===== config.mk =====
export PLATFORM = sky130hd
export DESIGN_NAME = ptbl_cfg
export DESIGN_NICKNAME = d
export VERILOG_FILES = /design/src/sv/ptbl_pkg.sv /design/src/sv/ptbl_cfg.sv
export SDC_FILE = /design/constraint.sdc
export NUM_CORES = 1
export LEC_CHECK = 0
export ABC_AREA = 1
export BUFFER_PORTS_ARGS = -buffer_cell sky130_fd_sc_hd__buf_2
export CAP_MARGIN = 20
export CELL_PAD_IN_SITES_DETAIL_PLACEMENT = 0
export CELL_PAD_IN_SITES_GLOBAL_PLACEMENT = 1
export CORE_UTILIZATION = 32
export CTS_BUF_LIST = sky130_fd_sc_hd__clkbuf_4 sky130_fd_sc_hd__clkbuf_8 sky130_fd_sc_hd__clkbuf_16
export CTS_CLUSTER_DIAMETER = 120
export CTS_CLUSTER_SIZE = 16
export DETAILED_ROUTE_END_ITERATION = 10
export PLACE_DENSITY_LB_ADDON = 0.1
export SYNTH_ARGS = -nofsm -noshare
export SYNTH_HDL_FRONTEND = slang
export SYNTH_SLANG_ARGS = --single-unit

===== constraint.sdc =====
create_clock -name clk -period 1.3 [get_ports clk]
set_clock_uncertainty 0.15 [all_clocks]
set_input_delay 0.26 -clock clk [delete_from_list [all_inputs] [get_ports clk]]
set_output_delay 0.26 -clock clk [all_outputs]
set_load 0.02 [all_outputs]

===== src/sv/ptbl_pkg.sv =====
// Shared types and constants of the per-user token bucket limiter.
package ptbl_pkg;

	localparam int USER_SLOTS = 1024;
	localparam int SLOT_BITS = $clog2(USER_SLOTS);
	localparam int TIME_BITS = 32;
	localparam int TOKEN_BITS = 16;
	localparam int DIV_BITS = TIME_BITS;
	localparam int APB_ADDR_BITS = 4;
	localparam int APB_DATA_BITS = 32;

	localparam logic [1:0] REG_CAPACITY = 2'd0;
	localparam logic [1:0] REG_AMOUNT = 2'd1;
	localparam logic [1:0] REG_PERIOD = 2'd2;

	localparam logic [TOKEN_BITS-1:0] RST_CAPACITY = 16'd300;
	localparam logic [TOKEN_BITS-1:0] RST_AMOUNT = 16'd100;
	localparam logic [31:0] RST_PERIOD = 32'd600;

	typedef struct packed {
		logic [TOKEN_BITS-1:0] capacity;
		logic [TOKEN_BITS-1:0] amount;
		logic [31:0]           period;
	} cfg_t;

	typedef struct packed {
		logic                  valid;
		logic [TOKEN_BITS-1:0] tokens;
		logic [TIME_BITS-1:0]  last;
	} entry_t;

	typedef struct packed {
		logic                 rd_en;
		logic [SLOT_BITS-1:0] rd_addr;
		logic                 wr_en;
		logic [SLOT_BITS-1:0] wr_addr;
		entry_t               wr_data;
	} store_req_t;

	typedef enum logic [2:0] {
		ST_IDLE,
		ST_LOAD,
		ST_DIV,
		ST_MUL,
		ST_ADD,
		ST_CLAMP,
		ST_FINAL
	} state_t;

endpackage


===== src/sv/ptbl_cfg.sv =====
// APB configuration registers of the token bucket limiter.
module ptbl_cfg
	import ptbl_pkg::*;
(
	input  logic                     clk,
	input  logic                     arst_n,
	input  logic                     psel,
	input  logic                     penable,
	input  logic                     pwrite,
	input  logic [APB_ADDR_BITS-1:0] paddr,
	input  logic [APB_DATA_BITS-1:0] pwdata,
	output logic [APB_DATA_BITS-1:0] prdata,
	output logic                     pready,
	output cfg_t                     cfg
);

	cfg_t       cfg_q;
	logic       wr;
	logic [1:0] idx;

	assign idx = paddr[3:2];
	assign wr = psel & penable & pwrite;

	always_ff @(posedge clk or negedge arst_n) begin
		if (!arst_n) begin
			cfg_q.capacity <= RST_CAPACITY;
			cfg_q.amount <= RST_AMOUNT;
			cfg_q.period <= RST_PERIOD;
		end else if (wr) begin
			case (idx)
				REG_CAPACITY: cfg_q.capacity <= pwdata[TOKEN_BITS-1:0];
				REG_AMOUNT:   cfg_q.amount <= pwdata[TOKEN_BITS-1:0];
				REG_PERIOD:   cfg_q.period <= pwdata;
				default: ;
			endcase
		end
	end

	always_comb begin
		case (idx)
			REG_CAPACITY: prdata = APB_DATA_BITS'(cfg_q.capacity);
			REG_AMOUNT:   prdata = APB_DATA_BITS'(cfg_q.amount);
			REG_PERIOD:   prdata = cfg_q.period;
			default:      prdata = '0;
		endcase
	end

	assign pready = 1'b1;
	assign cfg = cfg_q;

endmodule


==> flow_metrics.tcl <==
set metrics [dict create \
    outcome "finished with violations" \
    violations "DRC, setup timing" \
    hpwlAfterDp_um 6170 \
    yosysWarnings 0 \
    die_h_um 97.8 \
    synth_cells 386 \
    dr.pass1.iters 7 \
    rsz0062_at_grt "true" \
    syn-cell-area_um2 2940 \
    largest_reg_flops 64 \
    via_count 3321 \
    cp-start-kind "flop" \
    pre_cts_slack_ns -0.215 \
    ys_ff_latch 64 \
    cts_root_buf "clkbuf_8" \
    syn_to_final_growth_pct 100 \
    drive_above_1_share 0.483 \
    wl_per_cell_um 13.7 \
    rows 34 \
    placed_cells 639 \
    path_class "reg -> out" \
    setup.worst_path.end_class "primary output" \
    numCtsBuffers 9 \
    grt.overflow.total 0 \
    period_share 1.19 \
    hp-start "pwdata[0]" \
    r2r_cells 5 \
    max_cap_viol_count 0 \
    die_w_um 97.8 \
    drc 20 \
    core_area_um2 8810 \
    syn_area_per_cell_um2 7.61 \
    first_global_vias 3090 \
    drt_wl_total_um 10300 \
    whs_endpoint "cfg[48]" \
    synth_nets 427 \
    num-nets-final 686 \
    ys_seq_area_frac 0.550 \
    gp_congestion 0.709 \
    cts_buffer_depth 2 \
    clk-insertion-delay-late_ns 0.32 \
    fin_crit_ns 1.55 \
    grt_max_degree 65 \
    h-tree-depth 3 \
    viasPerCell 4.38 \
    fin_ws_ns -0.246 \
    arrival_ns 1.14 \
    antenna_cells 0 \
    powerDensity_nw_per_um2 1450 \
    antenna_found_initial 0 \
    clock-sinks 64 \
    postRouteAntennaNets 0 \
    ios 138 \
    dieArea_um2 9570 \
    grt_first_pass_wirelength_um 15400 \
    regToRegStartpoint "cfg[32]" \
    hold_class "in -> reg" \
    cts_tree "built" \
    cp_data_required_time_ns 0.89 \
    initial_core_util 0.334 \
    finalSetupViolCount 86 \
    reg2reg_setup_slack_ns 0.14 \
    clock.fmax_mhz 647 \
    drt_iter0_drc 119 \
    clk_pin_slew_worst_paths_ns 0.07 \
    ir_worst_vdd_mv 0.724 \
    r2r-end "cfg[32]" \
    port_buffers 134 \
    leakagePower_nw 3.25 \
    synth.distinct_cells 16 \
    path_max_fanout 3 \
    grt_usage 0.207 \
    hold_viol 0 \
    final_cells 758 \
    drv_slew 0 \
    hold_depth 3 \
]
-- synthesized netlist by cell type (all sizes together) --
| master | instances | share of area |
|---|---|---|
| nand2 | 247 | 0.32 |
| dfrtp | 53 | 0.45 |
| inv | 21 | 0.027 |
| nor2 | 21 | 0.036 |
| nand3 | 17 | 0.031 |
| buf | 15 | 0.032 |
| dfstp | 11 | 0.098 |
| conb | 1 | 0.0013 |
-- cell usage in the layout (no fill, tap or decap), types with 2 or more instances in the layout --
| cell type | n |
|---|---|
| clkbuf_8 | 11 |
| buf_2 | 36 |
| clkbuf_4 | 3 |
| bufinv_16 | 2 |
| dlygate4sd3_1 | 26 |
| buf_12 | 6 |
| nand2_1 | 227 |
| nor2_4 | 6 |
| buf_4 | 66 |
| dfstp_2 | 11 |
| inv_1 | 15 |
| nand2_4 | 3 |
| nor2_1 | 14 |
| nand3_2 | 17 |
| dfrtp_1 | 53 |
| buf_6 | 127 |
| nand2_2 | 17 |
| inv_2 | 3 |
| inv_6 | 2 |
-- timing repair --
item,CTS,global route
pin swaps,42,25
gates resized for setup,191,71
endpoints found under the hold margin,84,0
endpoints found under the setup margin,96,96
hold buffers,26,0
cloned,0,1
buffers inserted,31,45
-- critical path: stages, from the launching register on --
cell     delay, ns
dfstp_2       0.57
nand2_2       0.05
nand3_2       0.07
buf_6         0.11
-- per-stage QoR --
step	setup TNS, ns	hold WS, ns	cell area [um^2]	total power, mW	util
after floorplan	0	-0.186	3000	3.96	-
after global placement	-9.47	0.151	3960	4.78	0.450
after detailed placement	-10.68	0.153	3960	4.81	0.450
after CTS	-8.28	0.00147	5280	7.87	0.600
after global routing	-14.18	0.0145	5880	8.95	0.668
final	-10.34	0.0134	5880	8.52	0.668
-- kinds of logic after synthesis --
logic type,share of synthesized area
AND/OR/NAND/NOR,0.390
buffers and inverters,0.0588
flip-flops,0.550
other,0.00128
-- cell type report --
type,count,area [um^2]
repair buffers,263,2520
clock buffers,13,166
inverters,21,91.3
clock inverters,3,65.1
flip-flops and latches,64,1620
fillers,767,2920
well taps,108,135
multi-input cells,286,1290
-- metal layers --
layer,vias up,track usage,wire length [um],part of all wire
met4,0,0.0699,127,0.012
met1,1530,0.262,4450,0.43
met2,111,0.349,5200,0.50
met5,-,0,0,0
met3,11,0.0480,568,0.055
li1,1669,-,-,-
-- power breakdown --
part | total [mW] | switching, mW | internal, mW
Clock | 1.96 | 0.729 | 1.23
Sequential | 2.87 | 0.413 | 2.45
Combinational | 3.70 | 1.64 | 2.06
-- how the worst max path moves through the flow --
stage	startpoint	to	slack [ns]	depth (start not counted)
4_1_cts	cfg[37]	prdata[5]	-0.25	3
5_1_grt	cfg[3]	prdata[3]	-0.30	3
3_3_place_gp	paddr[3]	prdata[10]	-0.19	8
3_5_place_dp	paddr[3]	prdata[0]	-0.21	8
6_report	cfg[50]	prdata[2]	-0.25	3
2_1_floorplan	paddr[2]	prdata[0]	0.02	6
Power figures use the tool's default switching activity.
