### src/sv/ptbl_pkg.sv
// Shared types and constants of the per-user token bucket limiter.
package ptbl_pkg;

	localparam int USER_SLOTS = 1024;
	localparam int SLOT_BITS = $clog2(USER_SLOTS);
	localparam int TIME_BITS = 32;
	localparam int TOKEN_BITS = 16;
	localparam int DIV_BITS = TIME_BITS;
	localparam int APB_ADDR_BITS = 4;
	localparam int APB_DATA_BITS = 32;

	localparam logic [1:0] REG_CAPACITY = 2'd0;
	localparam logic [1:0] REG_AMOUNT = 2'd1;
	localparam logic [1:0] REG_PERIOD = 2'd2;

	localparam logic [TOKEN_BITS-1:0] RST_CAPACITY = 16'd300;
	localparam logic [TOKEN_BITS-1:0] RST_AMOUNT = 16'd100;
	localparam logic [31:0] RST_PERIOD = 32'd600;

	typedef struct packed {
		logic [TOKEN_BITS-1:0] capacity;
		logic [TOKEN_BITS-1:0] amount;
		logic [31:0]           period;
	} cfg_t;

	typedef struct packed {
		logic                  valid;
		logic [TOKEN_BITS-1:0] tokens;
		logic [TIME_BITS-1:0]  last;
	} entry_t;

	typedef struct packed {
		logic                 rd_en;
		logic [SLOT_BITS-1:0] rd_addr;
		logic                 wr_en;
		logic [SLOT_BITS-1:0] wr_addr;
		entry_t               wr_data;
	} store_req_t;

	typedef enum logic [2:0] {
		ST_IDLE,
		ST_LOAD,
		ST_DIV,
		ST_MUL,
		ST_ADD,
		ST_CLAMP,
		ST_FINAL
	} state_t;

endpackage

### src/sv/ptbl_if.sv
// Request and response channel interfaces of the token bucket limiter.
interface ptbl_req_if;
	logic        valid;
	logic        ready;
	logic [9:0]  user_slot;
	logic [31:0] current_time;
	logic [15:0] request_cost;

	modport source (output valid, user_slot, current_time, request_cost, input ready);
	modport sink (input valid, user_slot, current_time, request_cost, output ready);
endinterface

interface ptbl_rsp_if;
	logic        valid;
	logic        ready;
	logic        rejected;
	logic [15:0] tokens_left;
	logic        slot_was_new;

	modport source (output valid, rejected, tokens_left, slot_was_new, input ready);
	modport sink (input valid, rejected, tokens_left, slot_was_new, output ready);
endinterface

### src/sv/ptbl_div.sv
// Restoring divider, one quotient bit per cycle.
module ptbl_div
	import ptbl_pkg::*;
(
	input  logic                clk,
	input  logic                arst_n,
	input  logic                start,
	input  logic [DIV_BITS-1:0] dividend,
	input  logic [DIV_BITS-1:0] divisor,
	output logic                done,
	output logic [DIV_BITS-1:0] quotient
);

	localparam int CNT_BITS = $clog2(DIV_BITS);
	localparam logic [CNT_BITS-1:0] LAST_STEP = CNT_BITS'(DIV_BITS - 1);

	logic                busy_q;
	logic                done_q;
	logic [CNT_BITS-1:0] cnt_q;
	logic [DIV_BITS-1:0] rem_q;
	logic [DIV_BITS-1:0] quo_q;
	logic [DIV_BITS-1:0] dsr_q;
	logic [DIV_BITS:0]   trial;
	logic                fits;

	assign trial = {rem_q, quo_q[DIV_BITS-1]};
	assign fits = trial >= {1'b0, dsr_q};

	always_ff @(posedge clk or negedge arst_n) begin
		if (!arst_n) begin
			busy_q <= 1'b0;
			done_q <= 1'b0;
			cnt_q <= '0;
		end else begin
			done_q <= 1'b0;
			if (start) begin
				busy_q <= 1'b1;
				cnt_q <= '0;
			end else if (busy_q) begin
				cnt_q <= cnt_q + 1'b1;
				if (cnt_q == LAST_STEP) begin
					busy_q <= 1'b0;
					done_q <= 1'b1;
				end
			end
		end
	end

	always_ff @(posedge clk) begin
		if (start) begin
			rem_q <= '0;
			quo_q <= dividend;
			dsr_q <= divisor;
		end else if (busy_q) begin
			rem_q <= fits ? DIV_BITS'(trial - {1'b0, dsr_q}) : trial[DIV_BITS-1:0];
			quo_q <= {quo_q[DIV_BITS-2:0], fits};
		end
	end

	assign done = done_q;
	assign quotient = quo_q;

endmodule

### src/sv/ptbl_ctrl.sv
// Read-modify-write sequencer: refill, clamp, admission and write back.
module ptbl_ctrl
	import ptbl_pkg::*;
(
	input  logic       clk,
	input  logic       arst_n,
	ptbl_req_if.sink   req,
	ptbl_rsp_if.source rsp,
	input  cfg_t       cfg,
	input  logic       store_ready,
	input  entry_t     rd_data,
	output store_req_t mem_req
);

	state_t                state_q;
	state_t                state_d;

	logic [SLOT_BITS-1:0]  slot_q;
	logic [TIME_BITS-1:0]  now_q;
	logic [TOKEN_BITS-1:0] cost_q;
	logic                  new_q;
	logic [TOKEN_BITS-1:0] tokens_q;
	logic [TIME_BITS-1:0]  last_q;
	logic [TOKEN_BITS-1:0] n_q;
	logic [31:0]           addt_q;
	logic [TIME_BITS-1:0]  addl_q;

	logic                  rsp_valid_q;
	logic                  rejected_q;
	logic [TOKEN_BITS-1:0] left_q;
	logic                  was_new_q;

	logic                  accept;
	logic                  refill;
	logic                  div_start;
	logic                  div_done;
	logic                  e_done;
	logic                  k_done;
	logic [DIV_BITS-1:0]   e_quo;
	logic [DIV_BITS-1:0]   k_quo;
	logic [DIV_BITS-1:0]   e_dvd;
	logic [DIV_BITS-1:0]   k_dvd;
	logic [31:0]           period_eff;
	logic [TOKEN_BITS:0]   need;
	logic [TOKEN_BITS-1:0] n_d;
	logic [31:0]           prod_t;
	logic [47:0]           prod_l;
	logic [32:0]           sum_t;
	logic                  out_free;
	logic                  rej;
	logic                  finish;

	assign period_eff = (cfg.period == '0) ? 32'd1 : cfg.period;
	assign refill = (rd_data.tokens < cfg.capacity) && (cfg.amount != '0)
		&& (now_q > rd_data.last);
	assign e_dvd = DIV_BITS'(now_q - rd_data.last - 1'b1);
	assign k_dvd = DIV_BITS'(cfg.capacity - rd_data.tokens - 1'b1);

	ptbl_div u_div_elapsed (
		.clk      (clk),
		.arst_n   (arst_n),
		.start    (div_start),
		.dividend (e_dvd),
		.divisor  (DIV_BITS'(period_eff)),
		.done     (e_done),
		.quotient (e_quo)
	);

	ptbl_div u_div_need (
		.clk      (clk),
		.arst_n   (arst_n),
		.start    (div_start),
		.dividend (k_dvd),
		.divisor  (DIV_BITS'(cfg.amount)),
		.done     (k_done),
		.quotient (k_quo)
	);

	assign div_done = e_done & k_done;
	assign need = {1'b0, k_quo[TOKEN_BITS-1:0]} + 1'b1;
	assign n_d = (e_quo < DIV_BITS'(need)) ? e_quo[TOKEN_BITS-1:0] : need[TOKEN_BITS-1:0];
	assign prod_t = {16'b0, n_q} * {16'b0, cfg.amount};
	assign prod_l = {32'b0, n_q} * {16'b0, period_eff};
	assign sum_t = {17'b0, tokens_q} + {1'b0, addt_q};
	assign out_free = !rsp_valid_q || rsp.ready;
	assign rej = cost_q > tokens_q;

	always_ff @(posedge clk or negedge arst_n) begin
		if (!arst_n) begin
			state_q <= ST_IDLE;
		end else begin
			state_q <= state_d;
		end
	end

	always_comb begin
		state_d = state_q;
		accept = 1'b0;
		div_start = 1'b0;
		finish = 1'b0;
		req.ready = 1'b0;
		case (state_q)
			ST_IDLE: begin
				req.ready = store_ready;
				accept = store_ready && req.valid;
				if (accept) begin
					state_d = ST_LOAD;
				end
			end
			ST_LOAD: begin
				if (!rd_data.valid) begin
					state_d = ST_FINAL;
				end else if (refill) begin
					div_start = 1'b1;
					state_d = ST_DIV;
				end else begin
					state_d = ST_CLAMP;
				end
			end
			ST_DIV: begin
				if (div_done) begin
					state_d = ST_MUL;
				end
			end
			ST_MUL:   state_d = ST_ADD;
			ST_ADD:   state_d = ST_CLAMP;
			ST_CLAMP: state_d = ST_FINAL;
			ST_FINAL: begin
				if (out_free) begin
					finish = 1'b1;
					state_d = ST_IDLE;
				end
			end
			default: state_d = ST_IDLE;
		endcase
	end

	always_comb begin
		mem_req.rd_en = accept;
		mem_req.rd_addr = req.user_slot[SLOT_BITS-1:0];
		mem_req.wr_en = finish && !rej;
		mem_req.wr_addr = slot_q;
		mem_req.wr_data.valid = 1'b1;
		mem_req.wr_data.tokens = tokens_q - cost_q;
		mem_req.wr_data.last = last_q;
	end

	always_ff @(posedge clk) begin
		case (state_q)
			ST_IDLE: begin
				if (accept) begin
					slot_q <= req.user_slot[SLOT_BITS-1:0];
					now_q <= req.current_time[TIME_BITS-1:0];
					cost_q <= req.request_cost;
				end
			end
			ST_LOAD: begin
				new_q <= !rd_data.valid;
				if (!rd_data.valid) begin
					tokens_q <= cfg.capacity;
					last_q <= now_q;
				end else begin
					tokens_q <= rd_data.tokens;
					last_q <= rd_data.last;
				end
			end
			ST_DIV: begin
				if (div_done) begin
					n_q <= n_d;
				end
			end
			ST_MUL: begin
				addt_q <= prod_t;
				addl_q <= prod_l[TIME_BITS-1:0];
			end
			ST_ADD: begin
				tokens_q <= (sum_t > {17'b0, cfg.capacity}) ? cfg.capacity
					: sum_t[TOKEN_BITS-1:0];
				last_q <= last_q + addl_q;
			end
			ST_CLAMP: begin
				if (tokens_q >= cfg.capacity) begin
					tokens_q <= cfg.capacity;
					last_q <= now_q;
				end
			end
			default: ;
		endcase
	end

	always_ff @(posedge clk or negedge arst_n) begin
		if (!arst_n) begin
			rsp_valid_q <= 1'b0;
		end else if (finish) begin
			rsp_valid_q <= 1'b1;
		end else if (rsp.ready) begin
			rsp_valid_q <= 1'b0;
		end
	end

	always_ff @(posedge clk) begin
		if (finish) begin
			rejected_q <= rej;
			left_q <= rej ? tokens_q : tokens_q - cost_q;
			was_new_q <= new_q;
		end
	end

	assign rsp.valid = rsp_valid_q;
	assign rsp.rejected = rejected_q;
	assign rsp.tokens_left = left_q;
	assign rsp.slot_was_new = was_new_q;

endmodule

### src/flat_wrapper.sv
// flat-port wrapper written by rule: the top's interface ports become plain ports
module ptbl_ctrl_flat import ptbl_pkg::*;
  (clk, arst_n, cfg, store_ready, rd_data, mem_req, req_valid, req_user_slot, req_current_time, req_request_cost, req_ready, rsp_valid, rsp_rejected, rsp_tokens_left, rsp_slot_was_new, rsp_ready);
  ptbl_req_if req_i ();
  ptbl_rsp_if rsp_i ();
  input  logic clk;
  input  logic arst_n;
  input  cfg_t cfg;
  input  logic store_ready;
  input  entry_t rd_data;
  output store_req_t mem_req;
  input wire logic [$bits(req_i.valid)-1:0] req_valid;
  input wire logic [$bits(req_i.user_slot)-1:0] req_user_slot;
  input wire logic [$bits(req_i.current_time)-1:0] req_current_time;
  input wire logic [$bits(req_i.request_cost)-1:0] req_request_cost;
  output wire logic [$bits(req_i.ready)-1:0] req_ready;
  output wire logic [$bits(rsp_i.valid)-1:0] rsp_valid;
  output wire logic [$bits(rsp_i.rejected)-1:0] rsp_rejected;
  output wire logic [$bits(rsp_i.tokens_left)-1:0] rsp_tokens_left;
  output wire logic [$bits(rsp_i.slot_was_new)-1:0] rsp_slot_was_new;
  input wire logic [$bits(rsp_i.ready)-1:0] rsp_ready;
  assign req_i.valid = req_valid;
  assign req_i.user_slot = req_user_slot;
  assign req_i.current_time = req_current_time;
  assign req_i.request_cost = req_request_cost;
  assign req_ready = req_i.ready;
  assign rsp_valid = rsp_i.valid;
  assign rsp_rejected = rsp_i.rejected;
  assign rsp_tokens_left = rsp_i.tokens_left;
  assign rsp_slot_was_new = rsp_i.slot_was_new;
  assign rsp_i.ready = rsp_ready;
  ptbl_ctrl u_core (.clk(clk), .arst_n(arst_n), .req(req_i), .rsp(rsp_i), .cfg(cfg), .store_ready(store_ready), .rd_data(rd_data), .mem_req(mem_req));
endmodule
### config.mk
export PLATFORM = sky130hd
export DESIGN_NAME = ptbl_ctrl_flat
export DESIGN_NICKNAME = d
export VERILOG_FILES = /design/src/sv/ptbl_pkg.sv /design/src/sv/ptbl_if.sv /design/src/sv/ptbl_div.sv /design/src/sv/ptbl_ctrl.sv /design/src/flat_wrapper.sv
export SDC_FILE = /design/constraint.sdc
export NUM_CORES = 2
export LEC_CHECK = 0
export BUFFER_PORTS_ARGS = -buffer_cell sky130_fd_sc_hd__buf_2
export CORE_MARGIN = 4
export CORE_UTILIZATION = 50
export DETAILED_ROUTE_END_ITERATION = 7
export GPL_ROUTABILITY_DRIVEN = 0
export HOLD_SLACK_MARGIN = 0.1
export PLACE_DENSITY = 0.76
export SLEW_MARGIN = 20
export SYNTH_ARGS = -nofsm -noshare
export SYNTH_HDL_FRONTEND = slang
export SYNTH_HIERARCHICAL = 1
export SYNTH_SLANG_ARGS = --single-unit
export TNS_END_PERCENT = 10
### constraint.sdc
create_clock -name clk -period 17.88 [get_ports clk]
set_clock_uncertainty 0.15 [all_clocks]
set_input_delay 0.894 -clock clk [delete_from_list [all_inputs] [get_ports clk]]
set_output_delay 0.894 -clock clk [all_outputs]
set_load 0.02 [all_outputs]
==> flow_metrics.tcl <==
set metrics [dict create \
    outcome "complete, no violations" \
    final_common_cell "inv_1" \
    postSynthAreaPerCell_um2 9.37 \
    critPathKind "in2reg" \
    pwr-share-seq 0.208 \
    num_io_pins 267 \
    clockBufferDepth 3 \
    cts_resized 0 \
    vias 36200 \
    crit_required_ps 18100 \
    rsz0062_at_grt "false" \
    dr.pass1.iters 6 \
    nFillCells 8161 \
    port_buffers 265 \
    layout_common_cells "774 x inv_1, 586 x nand2_1, 505 x fa_1" \
    rrSetupSlack_ps 10560 \
    crit_top_cell "fa_1" \
    slew_viol_final 0 \
    cp_slowest_cell "a311oi_1" \
    path_delay_family "compound AO/OA/AOI/OAI gates" \
    fin_area_um2 51000 \
    vdd_drop_max_mv 0.159 \
    grt_first_pass_wirelength_um 199000 \
    drt_wl_total_um 125000 \
    drt_iter0_drc 2871 \
    critPathBufInv 5 \
    track_usage 0.253 \
    clk_pin_slew_ps 70 \
    cp_slowest_stage_delay_ps 560 \
    tritoncts "done" \
    sw_frac_of_total 0.468 \
    clockPowerShare 0.138 \
    dp.cells 6327 \
    p_sw_uw 3830 \
    netlist_instances 5011 \
    hold_viol 0 \
    start_util 0.504 \
    grt_max_degree 128 \
    regToRegEndpoint "u_core/addt_q[31]" \
    ys_seq_area_frac 0.250 \
    setup_viol 0 \
    viasPerCell 5.64 \
    layout_setup_ws_ps 10500 \
    critPathArrivalTime_ps 7600 \
    dieHeight_um 314 \
    fp.dieW_um 314 \
    clock-sinks 415 \
    p_per_area_nw_per_um2 160 \
    p_int_uw 4350 \
    worst_slew_pin_slew_ps 1120 \
    stdcell_count 6427 \
    slew_headroom 0.254 \
    utilization 0.548 \
    synthesis.area_um2 46900 \
    antenna_found_initial 14 \
    syn2layout_area_growth_pct 8.68 \
    regToRegStartpoint "u_core/n_q[7]" \
    synth_flop_cell "edfxtp_1" \
    grt_pass1_vias 37100 \
    cts_made_buffers 52 \
    min_period_ps 7380 \
    wl_per_cell_um 19.5 \
    whs_path_depth 1 \
    r2r_cells 24 \
    post-route-period-util 0.413 \
    root_buffer "clkbuf_16" \
    yosys_warnings 6 \
    worstSetupEndpointType "flop" \
    drcViolationCount 0 \
    synthArstFlopShare 0.0434 \
    clk_latency_ps 650 \
    nets 6208 \
    hpwlAfterDp_um 95600 \
    startpoint_type "input port" \
    ant_nets 0 \
    drive_above_1_share 0.101 \
    preCtsSetupSlack_ps 10050 \
    core-area_um2 93200 \
    min_to "u_core/now_q[4]" \
    placed_area_um2 49200 \
    synth-seq-cells 415 \
    cp_max_fo 17 \
    leakage_uw 0.0235 \
    hold_start "req_current_time[4]" \
    max_freq_ghz 0.135 \
    setup_tns_ps 0 \
    hold_class "in2reg" \
    hold_buffers 1 \
    maxCapViolCount 0 \
    die_area_um2 98900 \
    power.share.combinational 0.654 \
    synth_edf_count 333 \
    overflow 0 \
    fp-row-count 112 \
    ys_types 89 \
    postCtsSetupBuffers 0 \
    cts_max_level 2 \
]
[synth_stat cells (33+ instances only)]
cell type  count  area [um2]
a211oi_1      70         526
a21o_1        88         661
a21oi_1      201        1010
a22oi_1       33         248
and2_1       256        1600
clkbuf_1     217         815
dfxtp_1       64        1280
edfxtp_1     333       10000
fa_1         505       10100
ha_1         399        4990
inv_1        776        2910
mux2_2        81         912
mux2i_1       69         691
nand2_1      586        2200
nand2b_1      45         282
nand3_1       71         355
nand4_1       46         288
nor2_1       249         935
nor3_1        54         270
o21a_1        46         345
o21ai_0      161         806
xnor2_1      179        1570
xor2_1        84         736
[flip-flops by register name (all words and copies together) (netlist names), 3 cells and up]
signal,count
u_core/n_q,16
u_core/u_div_need/quotient,32
u_core/slot_q,10
u_core/u_div_need/rem_q,32
u_core/now_q,32
u_core/u_div_elapsed/rem_q,32
u_core/rsp.tokens_left,16
u_core/state_q,3
u_core/u_div_need/cnt_q,5
u_core/u_div_need/dsr_q,32
u_core/u_div_elapsed/quotient,32
u_core/u_div_elapsed/dsr_q,32
u_core/addl_q,32
u_core/cost_q,16
u_core/tokens_q,16
u_core/u_div_elapsed/cnt_q,5
u_core/last_q,32
u_core/addt_q,32
[per-stage QoR]
| step | power, uW | hold WS [ps] |
|---|---|---|
| after floorplan | 5620 | 250 |
| after global placement | 6900 | 309 |
| after detailed placement | 7040 | 327 |
| after CTS | 8220 | 222 |
| after global routing | 8890 | 230 |
| final | 8190 | 266 |
[worst register-to-register path, delay by kind of cell, from the launching register on]
kind | cells | cell delay [ps]
flip-flops | 1 | 320
AND/OR/NAND/NOR | 4 | 600
buffers and inverters | 6 | 790
XOR/XNOR | 1 | 100
AO/OA/AOI/OAI | 6 | 1640
adder cells (fa/ha/maj) | 7 | 3460
[how the worst max path moves through the flow]
stage / startpoint / endpoint / slack, ps / cells after the start
floorplan: cfg[23] / u_core/addl_q[31] / 10670 / 25
global placement: cfg[23] / u_core/addl_q[31] / 10060 / 25
detailed placement: cfg[23] / u_core/addl_q[31] / 10050 / 25
CTS: u_core/n_q[7] / u_core/addt_q[31] / 10660 / 24
global route: u_core/n_q[7] / u_core/addt_q[31] / 10230 / 24
finish: cfg[24] / u_core/addl_q[31] / 10500 / 25
[per-layer routing]
layer  wire (um)  track usage  up-vias
met1       48500        0.314    17700
met2       62300        0.442     1433
li1            -            -    16800
met5          13            0        -
met4        5080       0.0932        2
met3        9080       0.0458      335
[layout make-up]
class | count | area, um2 | area share
Antenna cell | 1 | 2.50 | 0.0000490
Inverter | 776 | 2910 | 0.0571
Clock buffer | 62 | 1390 | 0.0272
Multi-Input combinational cell | 3582 | 31400 | 0.615
Tap cell | 1254 | 1570 | 0.0308
Sequential cell | 415 | 11700 | 0.230
Timing Repair Buffer | 301 | 1610 | 0.0316
Clock inverter | 36 | 423 | 0.00829
[cells by family (layout without fill, tap and decap cells)]
kind of cell / after synthesis / count (layout) / share of synthesized area
mux: 150 / 150 / 0.0341
other cells: 2 / 18 / 0.000160
simple gates: 1441 / 1441 / 0.146
fa+ha+maj: 904 / 904 / 0.322
flops: 415 / 415 / 0.250
buf+inv: 1029 / 1175 / 0.0841
compound gates: 807 / 807 / 0.115
xor+xnor: 263 / 263 / 0.0491
[power groups by stage]
stage | clock (uW) | combinational, uW | sequential (uW)
global placement | 0 | 5170 | 1730
finish | 1130 | 5350 | 1710
CTS | 1150 | 5360 | 1710
floorplan | 0 | 3910 | 1710
detailed placement | 0 | 5310 | 1730
global route | 1200 | 5960 | 1730
No activity file was read; power rests on OpenSTA's default activity.
